==> config.mk <==
export PLATFORM = sky130hd
export DESIGN_NAME = deq_ctrl
export DESIGN_NICKNAME = d
export VERILOG_FILES = /design/src/rtl/core/deq_pkg.sv /design/src/rtl/core/deq_ctrl.sv
export SDC_FILE = /design/constraint.sdc
export NUM_CORES = 1
export LEC_CHECK = 0
export BUFFER_PORTS_ARGS = -buffer_cell sky130_fd_sc_hd__buf_2
export CAP_MARGIN = 5
export CORE_MARGIN = 2
export CORE_UTILIZATION = 51
export CTS_BUF_LIST = sky130_fd_sc_hd__clkbuf_4 sky130_fd_sc_hd__clkbuf_8 sky130_fd_sc_hd__clkbuf_16
export DETAILED_ROUTE_END_ITERATION = 12
export GPL_ROUTABILITY_DRIVEN = 0
export PLACE_DENSITY = 0.9
export SYNTH_ARGS = -nofsm -noshare
export SYNTH_HDL_FRONTEND = slang
export SYNTH_SLANG_ARGS = --single-unit
==> constraint.sdc <==
create_clock -name clk -period 3.6 [get_ports clk]
set_input_delay 0.18 -clock clk [delete_from_list [all_inputs] [get_ports clk]]
set_output_delay 0.18 -clock clk [all_outputs]
set_load 0.02 [all_outputs]
==> src/rtl/core/deq_pkg.sv <==
`timescale 1ns / 1ps
// Package for the double-ended queue: sizes, command codes and result codes.
// Used by deq_ctrl, double_ended_queue_top and the testbench; depends on nothing.
package deq_pkg;

  localparam int CAPACITY  = 1024;
  localparam int WORD_BITS = 32;

  localparam int ADDR_W  = (CAPACITY > 1) ? $clog2(CAPACITY) : 1;
  localparam int OCC_W   = $clog2(CAPACITY + 1);
  localparam int SUM_W   = OCC_W + 1;
  localparam int STORE_W = (WORD_BITS < 32) ? WORD_BITS : 32;

  localparam int OPCODE_W = 3;
  localparam int STATUS_W = 2;
  localparam int FIELD_W  = 32;

  typedef enum logic [OPCODE_W-1:0] {
    OP_PUSH_FRONT = 3'd0,
    OP_PUSH_BACK  = 3'd1,
    OP_POP_FRONT  = 3'd2,
    OP_POP_BACK   = 3'd3,
    OP_PEEK_FRONT = 3'd4,
    OP_PEEK_BACK  = 3'd5,
    OP_CLEAR      = 3'd6
  } opcode_t;

  typedef enum logic [STATUS_W-1:0] {
    ST_OK    = 2'd0,
    ST_WORD  = 2'd1,
    ST_EMPTY = 2'd2,
    ST_FULL  = 2'd3
  } status_t;

  typedef logic [ADDR_W-1:0]  addr_t;
  typedef logic [OCC_W-1:0]   occ_t;
  typedef logic [STORE_W-1:0] word_t;

endpackage

==> src/rtl/core/deq_ctrl.sv <==
`timescale 1ns / 1ps
// Queue control: front and occupancy registers, ring address generation,
// a read-pending stage and the output register. Depends on deq_pkg.
module deq_ctrl (
  input  logic                             clk,
  input  logic                             rst_n,
  input  logic                             in_valid,
  output logic                             in_stall,
  input  logic [deq_pkg::OPCODE_W-1:0]     in_opcode,
  input  logic [deq_pkg::FIELD_W-1:0]      in_push_word,
  output logic                             out_valid,
  input  logic                             out_stall,
  output logic [deq_pkg::STATUS_W-1:0]     out_status,
  output logic [deq_pkg::FIELD_W-1:0]      out_read_word,
  output logic                             mem_we,
  output logic                             mem_re,
  output deq_pkg::addr_t                   mem_addr,
  output deq_pkg::word_t                   mem_wdata,
  input  deq_pkg::word_t                   mem_rdata
);
  import deq_pkg::*;

  localparam logic [SUM_W-1:0] CAP_S  = SUM_W'(CAPACITY);
  localparam addr_t            LAST_A = ADDR_W'(CAPACITY - 1);
  localparam occ_t             CAP_O  = OCC_W'(CAPACITY);

  addr_t   front_r, front_nxt;
  occ_t    occ_r, occ_nxt;
  logic    s1_valid_r;
  status_t s1_status_r;
  logic    s1_word_r;
  logic    out_valid_r;
  status_t out_status_r;
  logic [FIELD_W-1:0] out_word_r;

  status_t cmd_status;
  logic    accept;
  logic    out_load;
  logic    s1_free;
  logic [SUM_W-1:0] sum_back;
  logic [SUM_W-1:0] sum_last;
  addr_t   back_push_a;
  addr_t   back_last_a;
  addr_t   front_dec_a;
  addr_t   front_inc_a;
  logic [FIELD_W-1:0] word_ext;

  assign out_load = !out_valid_r || !out_stall;
  assign s1_free  = !s1_valid_r || out_load;
  assign in_stall = !s1_free;
  assign accept   = in_valid && s1_free;

  always_comb begin
    sum_back    = SUM_W'(front_r) + SUM_W'(occ_r);
    sum_last    = sum_back - SUM_W'(1);
    back_push_a = (sum_back >= CAP_S) ? ADDR_W'(sum_back - CAP_S) : ADDR_W'(sum_back);
    back_last_a = (sum_last >= CAP_S) ? ADDR_W'(sum_last - CAP_S) : ADDR_W'(sum_last);
    front_dec_a = (front_r == '0) ? LAST_A : front_r - ADDR_W'(1);
    front_inc_a = (front_r == LAST_A) ? '0 : front_r + ADDR_W'(1);
  end

  always_comb begin
    front_nxt  = front_r;
    occ_nxt    = occ_r;
    cmd_status = ST_OK;
    mem_we     = 1'b0;
    mem_re     = 1'b0;
    mem_addr   = front_r;
    mem_wdata  = in_push_word[STORE_W-1:0];
    unique case (opcode_t'(in_opcode))
      OP_PUSH_FRONT, OP_PUSH_BACK: begin
        if (occ_r == CAP_O) begin
          cmd_status = ST_FULL;
        end else begin
          mem_we  = accept;
          occ_nxt = occ_r + OCC_W'(1);
          if (opcode_t'(in_opcode) == OP_PUSH_FRONT) begin
            mem_addr  = front_dec_a;
            front_nxt = front_dec_a;
          end else begin
            mem_addr = back_push_a;
          end
        end
      end
      OP_POP_FRONT, OP_PEEK_FRONT: begin
        if (occ_r == '0) begin
          cmd_status = ST_EMPTY;
        end else begin
          cmd_status = ST_WORD;
          mem_re     = accept;
          mem_addr   = front_r;
          if (opcode_t'(in_opcode) == OP_POP_FRONT) begin
            front_nxt = front_inc_a;
            occ_nxt   = occ_r - OCC_W'(1);
          end
        end
      end
      OP_POP_BACK, OP_PEEK_BACK: begin
        if (occ_r == '0) begin
          cmd_status = ST_EMPTY;
        end else begin
          cmd_status = ST_WORD;
          mem_re     = accept;
          mem_addr   = back_last_a;
          if (opcode_t'(in_opcode) == OP_POP_BACK) begin
            occ_nxt = occ_r - OCC_W'(1);
          end
        end
      end
      OP_CLEAR: begin
        front_nxt = '0;
        occ_nxt   = '0;
      end
      default: begin
        cmd_status = ST_OK;
      end
    endcase
  end

  always_comb begin
    word_ext = '0;
    word_ext[STORE_W-1:0] = mem_rdata;
  end

  always_ff @(posedge clk) begin
    if (!rst_n) begin
      front_r     <= '0;
      occ_r       <= '0;
      s1_valid_r  <= 1'b0;
      out_valid_r <= 1'b0;
    end else begin
      if (accept) begin
        front_r <= front_nxt;
        occ_r   <= occ_nxt;
      end
      if (s1_free) begin
        s1_valid_r <= accept;
      end
      if (out_load) begin
        out_valid_r <= s1_valid_r;
      end
    end
  end

  always_ff @(posedge clk) begin
    if (s1_free) begin
      s1_status_r <= cmd_status;
      s1_word_r   <= mem_re;
    end
    if (out_load) begin
      out_status_r <= s1_status_r;
      out_word_r   <= s1_word_r ? word_ext : '0;
    end
  end

  assign out_valid     = out_valid_r;
  assign out_status    = out_status_r;
  assign out_read_word = out_word_r;

endmodule

==> run summary, run 1 <==
Result of the run - completed
Port buffer count - 86
Post-placement setup slack - 0.564 ns
Cell type contributing the most total cell area after synthesis - sky130_fd_sc_hd__edfxtp_1
GRT Residual Overflow - 0
First-pass iteration count of the detailed router - 5
Setup Buffers After CTS - 0
Die footprint - 9530 sq um
Signal arrival time at the worst endpoint - 3.15 ns
TritonCTS clock tree - done
IR drop worst, VDD - 189 uV
Top cells by instance count after synthesis - sky130_fd_sc_hd__a21oi_1, sky130_fd_sc_hd__and2_1, sky130_fd_sc_hd__edfxtp_1, sky130_fd_sc_hd__nor2_1, sky130_fd_sc_hd__nand2_1
Max-cap violations - 0
Cell variety after synth - 68
Min cycle time layout - 3.33 ns
Slew Limit Fails - 0
Final Routed Wirelength - 10700 um
Worst-case headroom to the max-slew limit - 47.3%
First-pass GRT wire length - 17500 um
I/O Pins - 151
Syn Area/Cell - 8.92 sq um
Area delta synth->final - 9.69%
Switching portion of total power - 38.3%
FFs w/ async S/R, synth - 0%
Bufs on Longest Clock Path - 2
Number of levels in the clock H-tree - 3
# setup viols final - 0
Syn_nets - 598
N_diodes - 0
Starting density of the core - 52.0%
Startpoint type of the worst setup path - flip-flop
Worst hold path type - in -> reg
Gate family responsible for the most delay along the worst path - simple AND/OR/NAND/NOR gates
Share of synthesized area occupied by flip-flops and latches - 35.2%
Largest driver fanout on the critical path - 11
Total power per unit cell area - 496 nW/um^2
Clock Skews - 0.0106 ns
Number of nets in the layout - 642
Highest clock frequency the design can meet - 300 MHz
Die Span X - 97.6 um
Transition time at the pin with the least slew margin - 0.782 ns
Instance count after placement with tap cells included - 642
Via count normalized by instance count - 6.05
Combinational group share of total power - 37.5%
Combined buffer and inverter count along the critical path - 2
Antenna-violating nets left - 0
Cell Int Power - 0.00150 W
RSZ-0062 raised after global routing - false
Share of layout cells above drive strength 1 - 22.4%
Total of warnings raised by yosys - 0
Sequential group share of total power - 37.3%
Drt wl/cell - 16.3 um
All-Layer GR Usage - 22.4%
Part of the total power dissipated in the clock network - 25.2%
Path type of the worst setup path - reg -> out
Final Hold Violating Endpoints - 0
PostCTS Resize Cnt - 0
CTS Buf Count - 9
Crit path setup slack, layout - 0.267 ns
Total number of placement rows - 34
Cell with the most instances after synthesis - sky130_fd_sc_hd__a21oi_1
Prevailing post-synth register cell - sky130_fd_sc_hd__edfxtp_1
Total via count in the routed design - 3981
Initial drt markers - 287
Slowest stage delay, CP - 0.53 ns
Maximum number of pins on one net before global-route repair - 33
Post-synth top area share - 24.9%
Post-detailed-route DRC marker count - 0
Clk sinks - 60
Cell Chain, Critical Path - ha_1, inv_1, fa_1, nor2b_1, o22ai_1, xnor2_1, nor3_2, nand4_1, xor2_1, o221ai_1, buf_2
Number of enable-type register cells in the synthesized netlist - 37
CP endpoint kind - output port
Leakage - 2.16 nW
Clock Root Buffer - sky130_fd_sc_hd__clkbuf_8
Power after layout - 0.00243 W
Post-Layout Cell Count - 658
HPWL Detailed - 8040 um
Slowest-stage cell, CP - sky130_fd_sc_hd__dfxtp_1
Number of hold buffers added after cts - 0
Skew-Pair Late Insertion Delay - 0.34 ns
Initial antenna violation count - 0
Critical path data required time - 3.42 ns
Portion of the clock cycle consumed by the worst path in the final layout - 92.6%
Reported net switching power - 0.000931 W
Number of register bits inferred by synthesis - 60
Area of the mapped netlist - 4470 sq um
Number of global-route vias before repair - 3687
Post-synthesis instance total - 501
Placeable core area - 8590 sq um
Clock transition at path regs - 0.08 ns
Die height - 97.6 um
Top post-synthesis cells by area - sky130_fd_sc_hd__edfxtp_1, sky130_fd_sc_hd__dfxtp_1, sky130_fd_sc_hd__ha_1
Number of fillers in the final layout - 742
Accumulated negative setup slack - 0 ns
-- placed cells by master, fill, tap and decap left out, drive strengths merged, types with 12 or more instances in the layout --
cell type / Yosys / layout
nand3: 12 / 12
ha: 24 / 24
dfxtp: 23 / 23
o21ai: 25 / 25
a21oi: 41 / 41
nor3: 16 / 16
buf: 42 / 90
nand2: 34 / 34
and2: 38 / 38
edfxtp: 37 / 37
xor2: 12 / 12
inv: 18 / 20
xnor2: 13 / 13
nor2: 37 / 37
-- power groups by stage --
| stage | Clock [W] | Combinational (W) | Sequential (W) |
|---|---|---|---|
| global placement | 0 | 0.000868 | 0.000918 |
| CTS | 0.000625 | 0.000900 | 0.000906 |
| floorplan | 0 | 0.000711 | 0.000932 |
| detailed placement | 0 | 0.000896 | 0.000921 |
| global route | 0.000658 | 0.00100 | 0.000918 |
| finish | 0.000612 | 0.000911 | 0.000908 |
-- sequential cells by signal, indices dropped and copies added, names as in the netlist --
signal         flops
s1_word_r          1
occ_r             11
out_read_word     32
s1_valid_r         1
front_r           10
out_valid          1
out_status         2
s1_status_r        2
-- layer usage --
metal  GRT usage [%]  up-vias  share of wire [%]
met3            5.54       30                8.4
met1            27.2     1817                 40
met4            10.5        0                2.7
met5               0        -                  0
met2            37.5      230                 49
li1                -     1904                  -
-- worst paths after layout --
path	slack [ns]	depth (start not counted)	startpoint	end
worst max-delay path	0.27	11	front_r[0]$_SDFFE_PN0P_	mem_addr[9]
worst min-delay path	0.12	3	out_stall	out_valid$_SDFFE_PN0P_
worst max register to register	1.16	7	occ_r[2]$_SDFFE_PN0P_	front_r[6]$_SDFFE_PN0P_
worst min register to register	0.43	0	s1_status_r[1]$_DFFE_PN_	out_status[1]$_DFFE_PP_
-- tightest hold or removal path: cells and delay by family --
| kind | cells | cell delay (ns) |
|---|---|---|
| AO/OA/AOI/OAI | 1 | 0.06 |
| buffers and inverters | 1 | 0.10 |
| AND/OR/NAND/NOR | 1 | 0.07 |
-- through the flow --
| stage | utilization, % | instance area, sq um | hold WS [ns] |
|---|---|---|---|
| after floorplan | - | 4470 | 0.301 |
| after global placement | 54.7 | 4700 | 0.360 |
| after detailed placement | 54.7 | 4700 | 0.360 |
| after CTS | 57.0 | 4900 | 0.0974 |
| after global routing | 57.0 | 4900 | 0.103 |
| final | 57.0 | 4900 | 0.119 |
-- cells by family (layout without fill, tap and decap cells) --
kind of cell,after synthesis,after routing,synth area share (%)
AOI/OAI and AO/OA,138,138,21.3
muxes,4,4,0.896
DFF,60,60,35.2
buffers and inverters,75,124,9.60
and+or+nand+nor,173,173,20.5
xor gates and xnor gates,25,25,4.90
adders and majority gates,26,26,7.61
-- final cells by class --
cell class	instances	area, sq um	share of cell area, %
clock inverters	7	75.1	1.53
repair buffers	90	460	9.39
multi-input cells	366	2470	50.4
flip-flops and latches	60	1570	32.1
clock buffers	9	124	2.53
well taps	108	135	2.76
inverters	18	67.6	1.38
(Power assumes the default switching activity.)
==> inputs of run 2 (changes only) <==
Settings changed: ABC_AREA set to 1, CORE_UTILIZATION 51 to 52, TNS_END_PERCENT set to 30.
==> run summary, run 2 <==
Result of the run - completed
Post-placement setup slack - 0.972 ns (+0.407 ns)
Number of global-route vias before repair - 4188 (+14%)
Syn_nets - 799 (+34%)
Total number of placement rows - 35 (+2.9%)
CTS Buf Count - 9 (unchanged)
Cell type contributing the most total cell area after synthesis - sky130_fd_sc_hd__edfxtp_1
Antenna-violating nets left - 0 (unchanged)
Maximum number of pins on one net before global-route repair - 33 (unchanged)
Worst hold stages - 3 (unchanged)
Flip-flop count of the largest register, all copies and words added - 32 (unchanged)
Startpoint type of the worst setup path - flip-flop
Initial drt markers - 401 (+40%)
IR drop worst, VDD - 228 uV (+20%)
First-pass GRT wire length - 19600 um (+12%)
Portion of the clock cycle consumed by the worst path in the final layout - 83.2% (-9.4 points)
Top post-synthesis cells by area - sky130_fd_sc_hd__edfxtp_1, sky130_fd_sc_hd__nand2_1, sky130_fd_sc_hd__dfxtp_1
Final Hold Violating Endpoints - 0 (unchanged)
Top cells by instance count after synthesis - sky130_fd_sc_hd__nand2_1, sky130_fd_sc_hd__inv_1, sky130_fd_sc_hd__nor2_1, sky130_fd_sc_hd__nand3_1, sky130_fd_sc_hd__a21oi_1
I/O Pins - 151 (unchanged)
RSZ-0062 raised after global routing - false
Crit path setup slack, layout - 0.605 ns (+0.338 ns)
Post-Layout Cell Count - 870 (+32%)
Critical path's most frequent cell - sky130_fd_sc_hd__nand2_1
Placeable core area - 9110 sq um (+6.0%)
Total power per unit cell area - 467 nW/um^2 (-5.8%)
Critical path data required time - 3.42 ns (about the same)
Number of register bits inferred by synthesis - 60 (unchanged)
Area delta synth->final - 9.14%
Worst hold path type - in -> reg
CP endpoint kind - output port
Highest clock frequency the design can meet - 334 MHz (+11%)
Logic depth of the worst register-to-register path - 11 (+4)
Clock transition at path regs - 0.08 ns (about the same)
Number of hold buffers added after cts - 0 (unchanged)
Post-synthesis instance total - 702 (+40%)
Die footprint - 10100 sq um (+5.5%)
Clock Skews - 0.0138 ns (+0.00325 ns)
Die Span X - 100 um (+2.7%)
TritonCTS clock tree - done
Accumulated negative setup slack - 0 ns (unchanged)
Slew Limit Fails - 0 (unchanged)
Initial antenna violation count - 0 (unchanged)
Path type of the worst setup path - reg -> out
Most common cell after layout, fill and taps aside - sky130_fd_sc_hd__nand2_1
Syn Area/Cell - 6.86 sq um (-23%)
Worst-case headroom to the max-slew limit - 34.8% (-13 points)
Max-cap violations - 0 (unchanged)
Final Routed Wirelength - 12300 um (+14%)
Cell variety after synth - 45 (-34%)
Cell with the most instances after synthesis - sky130_fd_sc_hd__nand2_1
Area of the mapped netlist - 4820 sq um (+7.8%)
PostCTS Resize Cnt - 0 (unchanged)
Number of cells on the critical path - 14 (+3)
All-Layer GR Usage - 24.1% (+1.7 points)
Number of enable-type register cells in the synthesized netlist - 37 (unchanged)
Setup Buffers After CTS - 0 (unchanged)
Total via count in the routed design - 4728 (+19%)
Total of warnings raised by yosys - 0 (unchanged)
Port buffer count - 86 (unchanged)
HPWL Detailed - 9520 um (+18%)
Power after layout - 0.00245 W (+0.97%)
Clk sinks - 60 (unchanged)
GRT Residual Overflow - 0 (unchanged)
FFs w/ async S/R, synth - 0% (unchanged)
Post-synth top area share - 23.1% (-1.8 points)
Prevailing post-synth register cell - sky130_fd_sc_hd__edfxtp_1
First-pass iteration count of the detailed router - 5 (unchanged)
Share of layout cells above drive strength 1 - 15.9% (-6.4 points)
Number of levels in the clock H-tree - 3 (unchanged)
Slowest stage delay, CP - 0.53 ns (about the same)
Min cycle time layout - 3.00 ns (-0.338 ns)
Clock Root Buffer - sky130_fd_sc_hd__clkbuf_8
Gate family responsible for the most delay along the worst path - simple AND/OR/NAND/NOR gates
Post-detailed-route DRC marker count - 0 (unchanged)
Cell Chain, Critical Path - ha_1, inv_1, fa_1, nand2_1, a21oi_1, nand3_1, nor2_1, nand3_1, nor2_1, nand2_1, nand3_1, nand2_1, nand2_1, buf_2
Leakage - 2.91 nW (+35%)
Largest driver fanout on the critical path - 8 (-3)
Number of fillers in the final layout - 838 (+13%)
Instance count after placement with tap cells included - 854 (+33%)
Slowest-stage cell, CP - sky130_fd_sc_hd__fa_1
Skew-Pair Late Insertion Delay - 0.34 ns (about the same)
Starting density of the core - 52.9% (+0.88 points)
# setup viols final - 0 (unchanged)
Die height - 100 um (+2.7%)
Transition time at the pin with the least slew margin - 0.978 ns (+0.197 ns)
Highest-count cells in the layout ignoring fill and taps - sky130_fd_sc_hd__nand2_1, sky130_fd_sc_hd__inv_1, sky130_fd_sc_hd__buf_2, sky130_fd_sc_hd__nor2_1, sky130_fd_sc_hd__nand3_1
N_diodes - 0 (unchanged)
Via count normalized by instance count - 5.43 (-10%)
Drt wl/cell - 14.1 um (-14%)
Share of synthesized area occupied by flip-flops and latches - 32.6% (-2.5 points)
Number of nets in the layout - 851 (+33%)
Bufs on Longest Clock Path - 2 (unchanged)
Signal arrival time at the worst endpoint - 2.82 ns (-0.33 ns)
Combined buffer and inverter count along the critical path - 2 (unchanged)
[run 2: cell types whose count changed after synthesis, sizes merged, moves of 9 or more]
cell / delta
inv: +94
nand3: +41
nor2: +31
a211oi: -9
nor3: -12
nand2: +161
and2: -37
o21ai: +11
[run 2: per-layer routing]
layer	share of wire [%]	vias to the layer above	global-route usage, %
li1	-	2355	-
met1	41	2101	31.1
met2	47	234	39.4
met3	8.6	38	4.94
met4	3.1	0	10.1
met5	0	-	0
[run 2: worst min-delay path: cells and delay by family]
family | cells | cell delay (ns)
buffers and inverters | 2 | 0.11
AND/OR/NAND/NOR | 1 | 0.04
[run 2: worst paths after layout]
path                             from                               to  slack [ns]
max           front_r[0]$_SDFFE_PN0P_                      mem_addr[9]        0.60
min                     mem_rdata[17]  out_read_word[17]$_SDFFCE_PN0P_        0.09
max reg2reg     occ_r[0]$_SDFFE_PN0P_          front_r[1]$_SDFFE_PN0P_        1.13
min reg2reg  s1_status_r[1]$_DFFE_PN_          out_status[1]$_DFFE_PP_        0.42
[run 2: layout make-up]
cell class                      count  area (sq um)  share of cell area (%)
Clock buffer                        9           124                    2.36
Sequential cell                    60          1570                    29.9
Tap cell                          111           139                    2.64
Multi-Input combinational cell    484          2510                    47.7
Timing Repair Buffer               87           438                    8.33
Inverter                          112           423                    8.04
Clock inverter                      7          52.6                    1.00
[run 2: cells by family (layout without fill, tap and decap cells)]
group / Yosys count / count (layout) / synth area share (%)
adder cells (fa/ha/maj): 26 / 26 / 7.07
AND/OR/NAND/NOR: 340 / 340 / 30.0
buffers and inverters: 158 / 215 / 15.3
XOR/XNOR: 12 / 12 / 2.18
flip-flops: 60 / 60 / 32.6
AO/OA/AOI/OAI: 106 / 106 / 12.9
[run 2: per-stage QoR]
| stage | utilization (%) | hold WS (ns) | area, sq um |
|---|---|---|---|
| 3_3_place_gp | 55.8 | 0.360 | 5080 |
| 3_5_place_dp | 55.8 | 0.360 | 5080 |
| 5_1_grt | 57.7 | 0.0879 | 5260 |
| 4_1_cts | 57.7 | 0.0781 | 5260 |
| 2_1_floorplan | - | 0.348 | 4820 |
| 6_report | 57.7 | 0.0886 | 5260 |
[run 2: where the power goes]
part | switching (W) | total, W | internal, W | leakage (nW)
Sequential | 0.0000815 | 0.000903 | 0.000822 | 0.623
Clock | 0.000294 | 0.000546 | 0.000252 | 0.0896
Combinational | 0.000672 | 0.00101 | 0.000334 | 2.20
Total | 0.00105 | 0.00245 | 0.00141 | 2.91
